File: src/hw/rtl/rgb_fader_button_controller_assert.svh
// Assertion macros for the RGB fader button controller.
// Used by the top level only; expects clk and rst in scope.
`ifndef RGB_FADER_BUTTON_CONTROLLER_ASSERT_SVH
`define RGB_FADER_BUTTON_CONTROLLER_ASSERT_SVH
`ifndef SYNTHESIS
// Check on every edge outside reset
`define RFBC_ASSERT(label, prop) \
  label: assert property (@(posedge clk) disable iff (rst) prop) \
    else $error("rfbc: assertion failed");
// Check on every edge, reset included
`define RFBC_ASSERT_RST(label, prop) \
  label: assert property (@(posedge clk) prop) \
    else $error("rfbc: reset assertion failed");
`else
`define RFBC_ASSERT(label, prop)
`define RFBC_ASSERT_RST(label, prop)
`endif
`endif

File: src/hw/rtl/rfbc_pkg.sv
// Package for the RGB fader button controller: payload structs, mode codes,
// level and counter limits, and the constant-divider factors. No dependencies.
package rfbc_pkg;

  localparam int unsigned PULSE_W = 15;
  localparam int unsigned LEVEL_W = 8;
  localparam int unsigned PERIOD_W = 16;
  localparam int unsigned PROD_W = LEVEL_W + PERIOD_W;

  // Colour level limits
  localparam logic [7:0] LEVEL_MAX = 8'd254;
  localparam logic [7:0] LEVEL_MIN = 8'd10;

  // Fade speed limits
  localparam logic [6:0] SPEED_MAX = 7'd100;
  localparam logic [6:0] SPEED_MIN = 7'd1;

  // Button counters
  localparam logic [4:0] HOLD_SHORT   = 5'd20;
  localparam logic [4:0] REPEAT_AFTER = 5'd30;
  localparam logic [4:0] HOLD_SAT     = 5'd31;
  localparam logic [1:0] PRESS_SAT    = 2'd3;
  localparam logic [1:0] PRESS_ONE    = 2'd1;
  localparam logic [1:0] PRESS_TWO    = 2'd2;

  // Fade phase flags
  localparam logic [2:0] PHASE_RG = 3'b001;
  localparam logic [2:0] PHASE_GB = 3'b010;
  localparam logic [2:0] PHASE_BR = 3'b100;

  // Reset values
  localparam logic [7:0]  RED_RESET    = 8'd254;
  localparam logic [7:0]  GREEN_RESET  = 8'd10;
  localparam logic [7:0]  BLUE_RESET   = 8'd10;
  localparam logic [15:0] PERIOD_RESET = 16'd11362;

  // speed / 10 as (speed * 205) >> 11, exact for speed below 128
  localparam logic [7:0] DIV10_MUL   = 8'd205;
  localparam int unsigned DIV10_SHIFT = 11;

  // x / 1000 as (x * ceil(2^34 / 1000)) >> 34, exact for x below 2^24
  localparam int unsigned RECIP_SHIFT = 34;
  localparam int unsigned RECIP_W     = 25;
  localparam logic [RECIP_W-1:0] RECIP_MUL = 25'd17179870;
  localparam int unsigned QUOT_W      = PROD_W + RECIP_W;

  typedef enum logic [1:0] {
    MODE_AUTO  = 2'd0,
    MODE_RED   = 2'd1,
    MODE_GREEN = 2'd2,
    MODE_BLUE  = 2'd3
  } mode_t;

  typedef struct packed {
    logic inc_button;
    logic dec_button;
  } tick_t;

  typedef struct packed {
    logic [PULSE_W-1:0] red_pulse;
    logic [PULSE_W-1:0] green_pulse;
    logic [PULSE_W-1:0] blue_pulse;
    logic [1:0]         mode_now;
  } pulse_t;

  // Levels and mode after one tick's update
  typedef struct packed {
    logic [LEVEL_W-1:0] red_level;
    logic [LEVEL_W-1:0] green_level;
    logic [LEVEL_W-1:0] blue_level;
    mode_t              op_mode;
  } lvl_t;

endpackage

File: src/hw/rtl/rfbc_scale.sv
// One colour lane of the pulse scaler: level * period, then / 1000 by
// reciprocal multiply, each product registered. Depends on rfbc_pkg.
module rfbc_scale (
  input  logic                              clk,
  input  logic [rfbc_pkg::LEVEL_W-1:0]      level,
  input  logic [rfbc_pkg::PERIOD_W-1:0]     period,
  input  logic                              prod_load,
  input  logic                              pulse_load,
  output logic [rfbc_pkg::PULSE_W-1:0]      pulse
);

  logic [rfbc_pkg::PROD_W-1:0] prod;
  logic [rfbc_pkg::QUOT_W-1:0] quot_full;

  // Stage one: scale level by period
  always_ff @(posedge clk) begin
    if (prod_load) begin
      prod <= rfbc_pkg::PROD_W'(level) * rfbc_pkg::PROD_W'(period);
    end
  end

  // Stage two: divide by 1000 through the reciprocal
  assign quot_full = rfbc_pkg::QUOT_W'(prod) * rfbc_pkg::QUOT_W'(rfbc_pkg::RECIP_MUL);

  always_ff @(posedge clk) begin
    if (pulse_load) begin
      pulse <= quot_full[rfbc_pkg::RECIP_SHIFT +: rfbc_pkg::PULSE_W];
    end
  end

endmodule

File: src/hw/rtl/rfbc_tick.sv
// Tick state of the RGB fader: auto fade, speed, button counters and mode.
// Updates once per transfer in and shows the updated levels. Depends on rfbc_pkg.
module rfbc_tick (
  input  logic            clk,
  input  logic            rst,
  input  logic            advance,
  input  rfbc_pkg::tick_t buttons,
  output rfbc_pkg::lvl_t  lvl_next
);

  logic [7:0]      red_level, green_level, blue_level;
  logic [2:0]      fade_phase;
  logic [6:0]      fade_speed;
  rfbc_pkg::mode_t op_mode;
  logic [4:0]      inc_hold_ticks, dec_hold_ticks;
  logic [1:0]      short_press_count;

  logic [7:0]      red_level_next, green_level_next, blue_level_next;
  logic [2:0]      fade_phase_next;
  logic [6:0]      fade_speed_next;
  rfbc_pkg::mode_t op_mode_next;
  logic [4:0]      inc_hold_ticks_next, dec_hold_ticks_next;
  logic [1:0]      short_press_count_next;

  logic [14:0]     speed_mul;
  logic [3:0]      step;
  logic [8:0]      r9, g9, b9;

  function automatic logic [7:0] level_up(input logic [7:0] lv);
    level_up = (lv < rfbc_pkg::LEVEL_MAX) ? lv + 8'd1 : rfbc_pkg::LEVEL_MAX;
  endfunction

  function automatic logic [7:0] level_down(input logic [7:0] lv);
    level_down = (lv > rfbc_pkg::LEVEL_MIN) ? lv - 8'd1 : rfbc_pkg::LEVEL_MIN;
  endfunction

  // Fade step: speed / 10
  assign speed_mul = 15'(fade_speed) * 15'(rfbc_pkg::DIV10_MUL);
  assign step      = speed_mul[rfbc_pkg::DIV10_SHIFT +: 4];

  // Next state for one tick
  always_comb begin
    r9 = {1'b0, red_level};
    g9 = {1'b0, green_level};
    b9 = {1'b0, blue_level};
    fade_phase_next        = fade_phase;
    fade_speed_next        = fade_speed;
    op_mode_next           = op_mode;
    inc_hold_ticks_next    = inc_hold_ticks;
    dec_hold_ticks_next    = dec_hold_ticks;
    short_press_count_next = short_press_count;

    // Auto fade: move the step from the falling colour to the rising one
    if (op_mode == rfbc_pkg::MODE_AUTO) begin
      if (fade_phase[0]) begin
        r9 = r9 - 9'(step);
        g9 = g9 + 9'(step);
      end else if (fade_phase[1]) begin
        g9 = g9 - 9'(step);
        b9 = b9 + 9'(step);
      end else if (fade_phase[2]) begin
        b9 = b9 - 9'(step);
        r9 = r9 + 9'(step);
      end
      if (r9 < {1'b0, rfbc_pkg::LEVEL_MIN}) r9 = {1'b0, rfbc_pkg::LEVEL_MIN};
      if (g9 < {1'b0, rfbc_pkg::LEVEL_MIN}) g9 = {1'b0, rfbc_pkg::LEVEL_MIN};
      if (b9 < {1'b0, rfbc_pkg::LEVEL_MIN}) b9 = {1'b0, rfbc_pkg::LEVEL_MIN};
      // Clamp at the top and hand the fall to that colour
      if (r9 > {1'b0, rfbc_pkg::LEVEL_MAX}) begin
        r9 = {1'b0, rfbc_pkg::LEVEL_MAX};
        fade_phase_next = (fade_phase_next & ~rfbc_pkg::PHASE_BR) | rfbc_pkg::PHASE_RG;
      end
      if (g9 > {1'b0, rfbc_pkg::LEVEL_MAX}) begin
        g9 = {1'b0, rfbc_pkg::LEVEL_MAX};
        fade_phase_next = (fade_phase_next & ~rfbc_pkg::PHASE_RG) | rfbc_pkg::PHASE_GB;
      end
      if (b9 > {1'b0, rfbc_pkg::LEVEL_MAX}) begin
        b9 = {1'b0, rfbc_pkg::LEVEL_MAX};
        fade_phase_next = (fade_phase_next & ~rfbc_pkg::PHASE_GB) | rfbc_pkg::PHASE_BR;
      end
    end
    red_level_next   = r9[7:0];
    green_level_next = g9[7:0];
    blue_level_next  = b9[7:0];

    // Increment button: speed up, count the hold, step with auto-repeat
    if (buttons.inc_button) begin
      if (op_mode == rfbc_pkg::MODE_AUTO && fade_speed < rfbc_pkg::SPEED_MAX) begin
        fade_speed_next = fade_speed + 7'd1;
      end
      if (inc_hold_ticks < rfbc_pkg::HOLD_SAT) begin
        inc_hold_ticks_next = inc_hold_ticks + 5'd1;
      end
      if (inc_hold_ticks_next <= 5'd2 || inc_hold_ticks_next > rfbc_pkg::REPEAT_AFTER) begin
        unique case (op_mode_next)
          rfbc_pkg::MODE_RED:   red_level_next   = level_up(red_level_next);
          rfbc_pkg::MODE_GREEN: green_level_next = level_up(green_level_next);
          rfbc_pkg::MODE_BLUE:  blue_level_next  = level_up(blue_level_next);
          rfbc_pkg::MODE_AUTO:  ;
        endcase
      end
    end else begin
      // Release after one short press and a long hold picks red manual
      if (short_press_count == rfbc_pkg::PRESS_ONE &&
          inc_hold_ticks > rfbc_pkg::HOLD_SHORT) begin
        op_mode_next = rfbc_pkg::MODE_RED;
      end
      short_press_count_next = 2'd0;
      inc_hold_ticks_next    = 5'd0;
      dec_hold_ticks_next    = 5'd0;
    end

    // Decrement button: slow down, long hold picks blue manual, step down
    if (buttons.dec_button) begin
      if (op_mode_next == rfbc_pkg::MODE_AUTO && fade_speed_next > rfbc_pkg::SPEED_MIN) begin
        fade_speed_next = fade_speed_next - 7'd1;
      end
      if (dec_hold_ticks_next < rfbc_pkg::HOLD_SAT) begin
        dec_hold_ticks_next = dec_hold_ticks_next + 5'd1;
      end
      if (dec_hold_ticks_next > rfbc_pkg::HOLD_SHORT) begin
        op_mode_next = rfbc_pkg::MODE_BLUE;
      end
      unique case (op_mode_next)
        rfbc_pkg::MODE_RED:   red_level_next   = level_down(red_level_next);
        rfbc_pkg::MODE_GREEN: green_level_next = level_down(green_level_next);
        rfbc_pkg::MODE_BLUE:  blue_level_next  = level_down(blue_level_next);
        rfbc_pkg::MODE_AUTO:  ;
      endcase
    end else begin
      // Count a short press on release; two of them pick green manual
      if (dec_hold_ticks_next != 5'd0 && dec_hold_ticks_next <= rfbc_pkg::HOLD_SHORT &&
          short_press_count_next < rfbc_pkg::PRESS_SAT) begin
        short_press_count_next = short_press_count_next + 2'd1;
      end
      dec_hold_ticks_next = 5'd0;
      if (short_press_count_next == rfbc_pkg::PRESS_TWO) begin
        op_mode_next = rfbc_pkg::MODE_GREEN;
      end
    end
  end

  // Hold state between ticks
  always_ff @(posedge clk) begin
    if (rst) begin
      red_level         <= rfbc_pkg::RED_RESET;
      green_level       <= rfbc_pkg::GREEN_RESET;
      blue_level        <= rfbc_pkg::BLUE_RESET;
      fade_phase        <= rfbc_pkg::PHASE_RG;
      fade_speed        <= rfbc_pkg::SPEED_MIN;
      op_mode           <= rfbc_pkg::MODE_AUTO;
      inc_hold_ticks    <= 5'd0;
      dec_hold_ticks    <= 5'd0;
      short_press_count <= 2'd0;
    end else if (advance) begin
      red_level         <= red_level_next;
      green_level       <= green_level_next;
      blue_level        <= blue_level_next;
      fade_phase        <= fade_phase_next;
      fade_speed        <= fade_speed_next;
      op_mode           <= op_mode_next;
      inc_hold_ticks    <= inc_hold_ticks_next;
      dec_hold_ticks    <= dec_hold_ticks_next;
      short_press_count <= short_press_count_next;
    end
  end

  assign lvl_next.red_level   = red_level_next;
  assign lvl_next.green_level = green_level_next;
  assign lvl_next.blue_level  = blue_level_next;
  assign lvl_next.op_mode     = op_mode_next;

endmodule

File: src/hw/rtl/rgb_fader_button_controller.sv
// RGB fader with two-button control, top level.
// Tick channel (tick_valid, tick_stall, tick_data): one transfer per update
// tick carrying the two button levels. Each tick updates the fade state,
// speed, button counters and mode at once.
// Pulse channel (pulse_valid, pulse_stall, pulse_data): one transfer per tick
// with the red, green and blue compare values (level * period / 1000) and
// the mode after that tick.
// Config channel (cfg_valid, cfg_ready, cfg_data): writes the PWM period;
// cfg_ready is always high. Write it only while no tick is in flight.
// Path: a transferred tick is registered in the product register, then moves on
// to the result register unless a stalled result holds it in the product stage.
// Throughput: one tick per cycle unless the result is stalled; the tick state
// updates on every transfer and each colour lane has one multiplier per stage.
// Reset: levels red 254, green 10, blue 10, auto mode, speed 1, period 11362,
// both pipeline stages empty.
// Stall: a stalled result holds; one more tick is taken into the product
// stage, after which tick_stall rises until the result is taken.
// Depends on rfbc_pkg, rfbc_tick, rfbc_scale and the assertion header.
`include "rgb_fader_button_controller_assert.svh"

module rgb_fader_button_controller (
  input  logic               clk,
  input  logic               rst,
  input  logic               tick_valid,
  output logic               tick_stall,
  input  rfbc_pkg::tick_t    tick_data,
  output logic               pulse_valid,
  input  logic               pulse_stall,
  output rfbc_pkg::pulse_t   pulse_data,
  input  logic               cfg_valid,
  output logic               cfg_ready,
  input  logic [15:0]        cfg_data
);

  logic [rfbc_pkg::PERIOD_W-1:0] period_load;
  rfbc_pkg::lvl_t                lvl_next;
  logic                          tick_accept;
  logic                          s1_valid;
  rfbc_pkg::mode_t               s1_mode;
  logic                          out_load;
  logic                          pulse_load;
  rfbc_pkg::mode_t               pulse_mode;
  logic [rfbc_pkg::PULSE_W-1:0]  red_pulse, green_pulse, blue_pulse;
  logic                          mode_manual;

  // Period register
  assign cfg_ready = 1'b1;

  always_ff @(posedge clk) begin
    if (rst) begin
      period_load <= rfbc_pkg::PERIOD_RESET;
    end else if (cfg_valid && cfg_ready) begin
      period_load <= cfg_data;
    end
  end

  // Pipeline flow control
  assign out_load    = !pulse_valid || !pulse_stall;
  assign tick_stall  = s1_valid && !out_load;
  assign tick_accept = tick_valid && !tick_stall;
  assign pulse_load  = out_load && s1_valid;

  always_ff @(posedge clk) begin
    if (rst) begin
      s1_valid    <= 1'b0;
      pulse_valid <= 1'b0;
    end else begin
      if (tick_accept) begin
        s1_valid <= 1'b1;
      end else if (out_load) begin
        s1_valid <= 1'b0;
      end
      if (out_load) begin
        pulse_valid <= s1_valid;
      end
    end
  end

  // Carry the mode alongside the products
  always_ff @(posedge clk) begin
    if (tick_accept) begin
      s1_mode <= lvl_next.op_mode;
    end
    if (pulse_load) begin
      pulse_mode <= s1_mode;
    end
  end

  rfbc_tick u_tick (
    .clk      (clk),
    .rst      (rst),
    .advance  (tick_accept),
    .buttons  (tick_data),
    .lvl_next (lvl_next)
  );

  rfbc_scale u_scale_red (
    .clk        (clk),
    .level      (lvl_next.red_level),
    .period     (period_load),
    .prod_load  (tick_accept),
    .pulse_load (pulse_load),
    .pulse      (red_pulse)
  );

  rfbc_scale u_scale_green (
    .clk        (clk),
    .level      (lvl_next.green_level),
    .period     (period_load),
    .prod_load  (tick_accept),
    .pulse_load (pulse_load),
    .pulse      (green_pulse)
  );

  rfbc_scale u_scale_blue (
    .clk        (clk),
    .level      (lvl_next.blue_level),
    .period     (period_load),
    .prod_load  (tick_accept),
    .pulse_load (pulse_load),
    .pulse      (blue_pulse)
  );

  assign pulse_data.red_pulse   = red_pulse;
  assign pulse_data.green_pulse = green_pulse;
  assign pulse_data.blue_pulse  = blue_pulse;
  assign pulse_data.mode_now    = pulse_mode;

  // Next mode is one of the manual ones
  assign mode_manual = lvl_next.op_mode != rfbc_pkg::MODE_AUTO;

  // Full pipeline with a stalled result must block new ticks
  `RFBC_ASSERT(a_full_blocks, s1_valid && pulse_valid && pulse_stall |-> tick_stall)
  // A result only appears from a filled product stage
  `RFBC_ASSERT(a_pulse_from_s1, $rose(pulse_valid) |-> $past(s1_valid))
  // Once a manual mode is taken, auto fade never returns
  `RFBC_ASSERT(a_mode_sticky, tick_accept && mode_manual |=> mode_manual)
  // Reset empties both stages
  `RFBC_ASSERT_RST(a_reset_empty, rst |=> !s1_valid && !pulse_valid)

endmodule

File: config.mk
export PLATFORM = sky130hd
export DESIGN_NAME = rgb_fader_button_controller
export DESIGN_NICKNAME = d
export VERILOG_FILES = /design/src/hw/rtl/rfbc_pkg.sv /design/src/hw/rtl/rfbc_scale.sv /design/src/hw/rtl/rfbc_tick.sv /design/src/hw/rtl/rgb_fader_button_controller.sv
export VERILOG_INCLUDE_DIRS = /design/src /design/src/hw/rtl
export SDC_FILE = /design/constraint.sdc
export NUM_CORES = 2
export LEC_CHECK = 0
export BUFFER_PORTS_ARGS = -buffer_cell sky130_fd_sc_hd__buf_2
export CAP_MARGIN = 20
export CORE_ASPECT_RATIO = 2
export CORE_MARGIN = 2
export CORE_UTILIZATION = 51
export DETAILED_ROUTE_END_ITERATION = 6
export PLACE_DENSITY = 0.73
export SETUP_SLACK_MARGIN = 0.02
export SYNTH_ARGS = -nofsm -noshare
export SYNTH_HDL_FRONTEND = slang
export SYNTH_SLANG_ARGS = --single-unit
File: constraint.sdc
create_clock -name clk -period 17.3 [get_ports clk]
set_input_delay 3.46 -clock clk [delete_from_list [all_inputs] [get_ports clk]]
set_output_delay 3.46 -clock clk [all_outputs]
set_load 0.01 [all_outputs]
# Yosys cells after proc, flatten, opt, wreduce, memory -nomap -nowiden

Cells that the tools add are included.

$add $sub $neg: 17
Multipliers: 7
Magnitude comparators: 22
Equal/unequal tests: 8
Muxes and demuxes: 70
Reduce and logical (&&, ||, !) cells: 21

Operators with widths:

| operator                                                              | number |
|---|---|
| 8-bit 2-to-1 mux                                                      | 27 |
| 9-bit 2-to-1 mux                                                      | 17 |
| 24-bit by 24-bit multiplier with 48-bit output, second input constant | 3 |
| 8-bit by 16-bit multiplier with 24-bit output                         | 3 |
| 5-bit 2-to-1 mux                                                      | 7 |
| 7-bit 2-to-1 mux                                                      | 4 |
| 8-bit by 4-bit adder with 9-bit output                                | 3 |
| 9-bit by 8-bit > comparator with 1-bit output, second input constant  | 3 |
| 9-bit by 4-bit < comparator with 1-bit output, second input constant  | 3 |
| 8-bit by 4-bit subtractor with 9-bit output                           | 3 |
| 8-bit by 1-bit adder with 8-bit output, second input constant         | 3 |
| 8-bit by 4-bit > comparator with 1-bit output, second input constant  | 3 |
| 8-bit < comparator, second input constant                             | 3 |
| 8-bit by 1-bit subtractor with 8-bit output, second input constant    | 3 |
| 2-bit 2-to-1 mux                                                      | 11 |
| 5-bit > comparator, second input constant                             | 3 |
| 7-bit by 8-bit multiplier with 15-bit output, second input constant   | 1 |
| 5-bit by 1-bit adder with 5-bit output, second input constant         | 2 |
| 2-bit == test, second input constant                                  | 5 |
| 5-bit < comparator, second input constant                             | 2 |
| 1-bit logical AND                                                     | 8 |
| 7-bit by 1-bit adder with 7-bit output, second input constant         | 1 |
| 7-bit by 1-bit > comparator with 1-bit output, second input constant  | 1 |
| 7-bit < comparator, second input constant                             | 1 |
| other kinds (15)                                                      | 25 |

Register bits: 187
Input port bits: 23
Output and inout port bits: 50
Logic and storage cells: 166

# Longest topological paths before layout

Word-level depth: 22
Gate-level depth with buffers: 59
Mapped depth without buffers: 58

# By module

Synthesis repeated with hierarchy kept, for this count alone.

Cells, all modules: 5364
Area, all modules: 50589.8 um^2

Modules (own cells, without submodules):

| module                      | times used | cells an instance | area an instance (um^2) | sequential area each (um^2) |
|---|---|---|---|---|
| rfbc_scale (u_scale_blue)   | 1          | 1456              | 14237.4                 | 1171.1 |
| rfbc_scale (u_scale_green)  | 1          | 1406              | 13914.6                 | 1171.1 |
| rfbc_scale (u_scale_red)    | 1          | 1383              | 13788.2                 | 1171.1 |
| rfbc_tick                   | 1          | 1051              | 7842.5                  | 960.9 |
| rgb_fader_button_controller | 1          | 68                | 807.0                   | 480.5 |

# Least setup slack after synthesis

OpenSTA, ideal clock, no wires.

Path kind: register to register
Start: reg u_tick.fade_speed[4]
End: reg u_scale_green.prod[23] in the netlist's numbering, data pin
Setup time: 0.260 ns
Data arrival time: 11.881 ns
Required time: 17.040 ns
Setup slack: 5.159 ns
Cell stages (with the launch flop): 55
Path buffers: 0
Period minus slack after synthesis: 12.141 ns
Cell sequence: dfxtp_1 ha_1 ha_1 fa_1 inv_1 fa_1 inv_1 ha_1 a31o_2 a21oi_1 nor2b_1 o21ai_0 nand2b_1 a21o_1 a21oi_1 o21bai_1 a21oi_1 xnor2_1 (+19 left out) inv_1 fa_1 inv_1 fa_1 inv_1 fa_1 inv_1 ha_1 a21boi_0 o21ai_0 a21boi_0 o21ai_0 a21oi_1 o31ai_1 o211ai_1 a31o_2 a21oi_1 xnor2_1

Cells in the longest elaborated chain, start to end: 21
Elaborated cells on any way between the ends: 24
Classes of those cells: add/sub (4); mul (2); order compare (4); mux (14)

Ends and longest elaborated chain:

| element                                                                                                      | line             | RTL |
|---|---|---|
| start: declaration                                                                                           | rfbc_tick.sv:13  | `logic [6:0] fade_speed;` |
| start signal: assignment                                                                                     | rfbc_tick.sv:150 | `fade_speed <= rfbc_pkg::SPEED_MIN;` |
| start signal: assignment                                                                                     | rfbc_tick.sv:160 | `fade_speed <= fade_speed_next;` |
| 7-bit by 8-bit multiplier with 15-bit output *                                                               | rfbc_tick.sv:38  | `assign speed_mul = 15'(fade_speed) * 15'(rfbc_pkg::DIV10_MUL);` |
| 8-bit by 4-bit subtractor with 9-bit output                                                                  | rfbc_tick.sv:59  | `g9 = g9 - 9'(step);` |
| 9-bit 2-to-1 mux                                                                                             | rfbc_tick.sv:58  | `end else if (fade_phase[1]) begin` |
| 9-bit 2-to-1 mux *                                                                                           | rfbc_tick.sv:55  | `if (fade_phase[0]) begin` |
| 9-bit 2-to-1 mux *                                                                                           | rfbc_tick.sv:54  | `if (op_mode == rfbc_pkg::MODE_AUTO) begin` |
| 9-bit by 4-bit < comparator with 1-bit output                                                                | rfbc_tick.sv:66  | `if (g9 < {1'b0, rfbc_pkg::LEVEL_MIN}) g9 = {1'b0, rfbc_pkg::LEVEL_MIN};` |
| 9-bit 2-to-1 mux *                                                                                           | rfbc_tick.sv:66  |  |
| 9-bit 2-to-1 mux *                                                                                           | rfbc_tick.sv:54  |  |
| (+5 left out)                                                                                                | --               |  |
| 8-bit 2-to-1 mux                                                                                             | rfbc_tick.sv:95  | `unique case (op_mode_next)` |
| 8-bit 2-to-1 mux                                                                                             | rfbc_tick.sv:94  | `if (inc_hold_ticks_next <= 5'd2 \|\| inc_hold_ticks_next > rfbc_pkg::REPEAT_AFTER) begin` |
| 8-bit 2-to-1 mux *                                                                                           | rfbc_tick.sv:87  | `if (buttons.inc_button) begin` |
| 8-bit by 1-bit subtractor with 8-bit output or 8-bit by 4-bit > comparator with 1-bit output (tied branches) | rfbc_tick.sv:34  | `level_down = (lv > rfbc_pkg::LEVEL_MIN) ? lv - 8'd1 : rfbc_pkg::LEVEL_MIN;` |
| 8-bit 2-to-1 mux                                                                                             | rfbc_tick.sv:34  |  |
| 8-bit 2-to-1 mux                                                                                             | rfbc_tick.sv:124 | `unique case (op_mode_next)` |
| 8-bit 2-to-1 mux *                                                                                           | rfbc_tick.sv:114 | `if (buttons.dec_button) begin` |
| 8-bit by 16-bit multiplier with 24-bit output *                                                              | rfbc_scale.sv:18 | `prod <= rfbc_pkg::PROD_W'(level) * rfbc_pkg::PROD_W'(period);` |
| end signal: assignment                                                                                       | rfbc_scale.sv:18 |  |
| end: declaration                                                                                             | rfbc_scale.sv:12 | `logic [rfbc_pkg::PROD_W-1:0] prod;` |

Mark *: on every way between the ends. The rest lies on a longest branch, timed or not. The select of a mux whose other input is x is not followed.
A chain may end at the register's enable or synchronous reset.

# Final worst setup path

Same ends and word-level chain as after synthesis.

==> results.ini <==
[global_routing]
antenna_found_initial = 2
grt_max_degree = 59
grt.overflow.total = 0
grt_usage_pct = 23.9
grt_pass1_wl_um = 186000
grt_pass1_vias = 38831

[cts]
hold_buffers = 0
clk_pin_slew_ns = 0.08
htreeDepth = 4
cts_resized = 0
numClockSinks = 187
cts_setup_buffers = 0
root_buffer = clkbuf_16
cts.path.max_buffers = 2
cts_made_buffers = 17
clk_latency_ns = 0.53
cts_tree = built

[logic_synthesis]
synth_cells = 5066
synth_compound_area_share_pct = 7.95
ys_ff_latch = 187
synth.area.mux_share_pct = 0.550
synth_area_leaders = fa_1 (32%), ha_1 (25%), inv_1 (9.8%)
synth_top_family_by_area = adder cells
synth-simple-area-share_pct = 10.5
synthAdderAreaFrac_pct = 57.6
syn_area_per_cell_um2 = 9.62
synth_edf_count = 121
async_reset_ff_share_pct = 0
yosysWarnings = 0
ys.flop_type = edfxtp_1
synth_xor_area_share_pct = 2.53
ys_top_cells_by_count = inv_1 (1274), ha_1 (978), fa_1 (791)
synth_top_area_cell = fa_1
synth.most_common_cell = inv_1
syn_area_um2 = 48700
yosysUniqueCellTypes = 98
synth_top_area_share_pct = 32.5
syn_nets = 6858
seq_area_frac_synth_pct = 10.2

[worst_setup_path]
reg2regPathDepth = 52
end_kind = flip-flop
crit_buf_inv = 7
critPathMaxStageDelay_ns = 0.66
cp.arrival_ns = 14.37
path_delay_family = compound AO/OA/AOI/OAI gates
cp_max_fo = 9
cp_num_cells = 52
crit_top_cell = inv_1
critPathSlowestCell = o311ai_1
critPathKind = flip-flop to flip-flop
start_kind = flip-flop
required_ns = 17.57

[sta]
slew_headroom_pct = 28.5
hold_violations = 0
tightest_slew_ns = 1.07
clock.fmax_ghz = 0.0709
tns_ns = 0
fin_crit_sh_pct = 81.5
fin_skew_ns = 0.0218
fin_crit_ns = 14.10
finalMaxSlewViolations = 0
setup_viol = 0
rsz0062_at_grt = false

[floorplanning]
die_width_um = 223
dieHeight_um = 441
dieArea_um2 = 98200
core_area_um2 = 94900
initial_core_util_pct = 51.3
io-pin-count = 73
rows = 160

[cells_and_area]
drive_gt1_share_pct = 4.11
area_growth_pct = 4.92
finalNetCount = 6892

[place]
gp_congestion = 0.928
hpwl_um = 92900
portBuffers = 71

[detailed_routing]
drtIter0Drc = 1204
drcViolationCount = 0
vias = 34902
final_antenna_net_count = 0
routed_via_density = 5.51
drt-wirelength-per-cell_um = 17.8
wirelength_um = 112000
first_pass_iters = 5

[worst_hold_path]
hold-path-cell-count = 2
holdCritPathClass = flip-flop to flip-flop

[job]
drv_cap = 0

[run_status]
status = completed

[kinds of logic after synthesis]
logic type,Yosys count
AOI/OAI and AO/OA,564
and+or+nand+nor,1003
buffers and inverters,1375
DFF,187
adders and majority gates,1769
xor gates and xnor gates,141
other,1
muxes,26
[layer usage]
metal | share of wire (%) | vias to the layer above | GRT usage, %
li1 | - | 16234 | -
met1 | 34 | 17618 | 23.1
met2 | 58 | 709 | 48.7
met3 | 2.8 | 341 | 2.04
met4 | 5.7 | 0 | 13.8
met5 | 0 | - | 0
[registers in the layout, summed over array words and instances, names as in the netlist, 15 cells and up]
signal               flops
u_scale_blue.prod       24
u_scale_green.prod      24
u_scale_red.prod        24
period_load             16
u_scale_blue.pulse      15
u_scale_green.pulse     15
u_scale_red.pulse       15
[stage by stage]
step	util, %	setup WS [ns]	area, µm²	hold slack, ns	cells
floorplan	-	5.16	48700	0.400	5066
global placement	53.2	3.42	50500	0.477	6294
detailed placement	53.2	3.20	50500	0.483	6294
CTS	53.9	3.13	51100	0.502	6326
global route	53.9	2.32	51100	0.514	6329
finish	53.9	3.20	51100	0.495	6329
[cell type report]
class	instances	area (µm²)
diodes	1	2.50
inverters	1275	4790
multi-input cells	3504	38600
clock inverters	15	151
fillers	8506	43800
flip-flops and latches	187	4950
repair buffers	115	686
well taps	1215	1520
clock buffers	17	425
[final timing paths]
kind | start | endpoint | slack, ns
setup / recovery | u_tick.fade_speed[4]$_SDFFE_PP0P_ | u_scale_green.prod[23]$_DFFE_PP_ | 3.20
hold / removal | period_load[15]$_SDFFE_PP0P_ | period_load[15]$_SDFFE_PP0P_ | 0.50
setup reg to reg | u_tick.fade_speed[4]$_SDFFE_PP0P_ | u_scale_green.prod[23]$_DFFE_PP_ | 3.20
hold reg to reg | period_load[15]$_SDFFE_PP0P_ | period_load[15]$_SDFFE_PP0P_ | 0.50
[cells in the final DEF (no fill, tap or decap), drive strengths merged, types with 14 or more instances in the layout]
master  count
a211oi     24
o21ai     103
ha        978
nand4      20
or2        15
nand2     277
nor3       63
and3       33
nand3      60
a21boi     15
clkbuf     17
xor2       47
a21oi     148
a21o       41
a211o      16
nand2b     26
a31oi      25
and2      222
dfxtp      66
edfxtp    121
or3        23
o211ai     19
xnor2      94
nor2b      61
fa        791
inv      1283
o31ai      14
nor2      160
o21a       28
mux2i      20
buf       115
[worst min-delay path, stage by stage (launching register included)]
cell	delay [ns]
dfxtp_1	0.33
mux2i_1	0.06
nor2_1	0.07
Power is left out: the tool's default activity adds up to more than one toggle a clock period on the data nets, which glitch-free logic cannot reach.
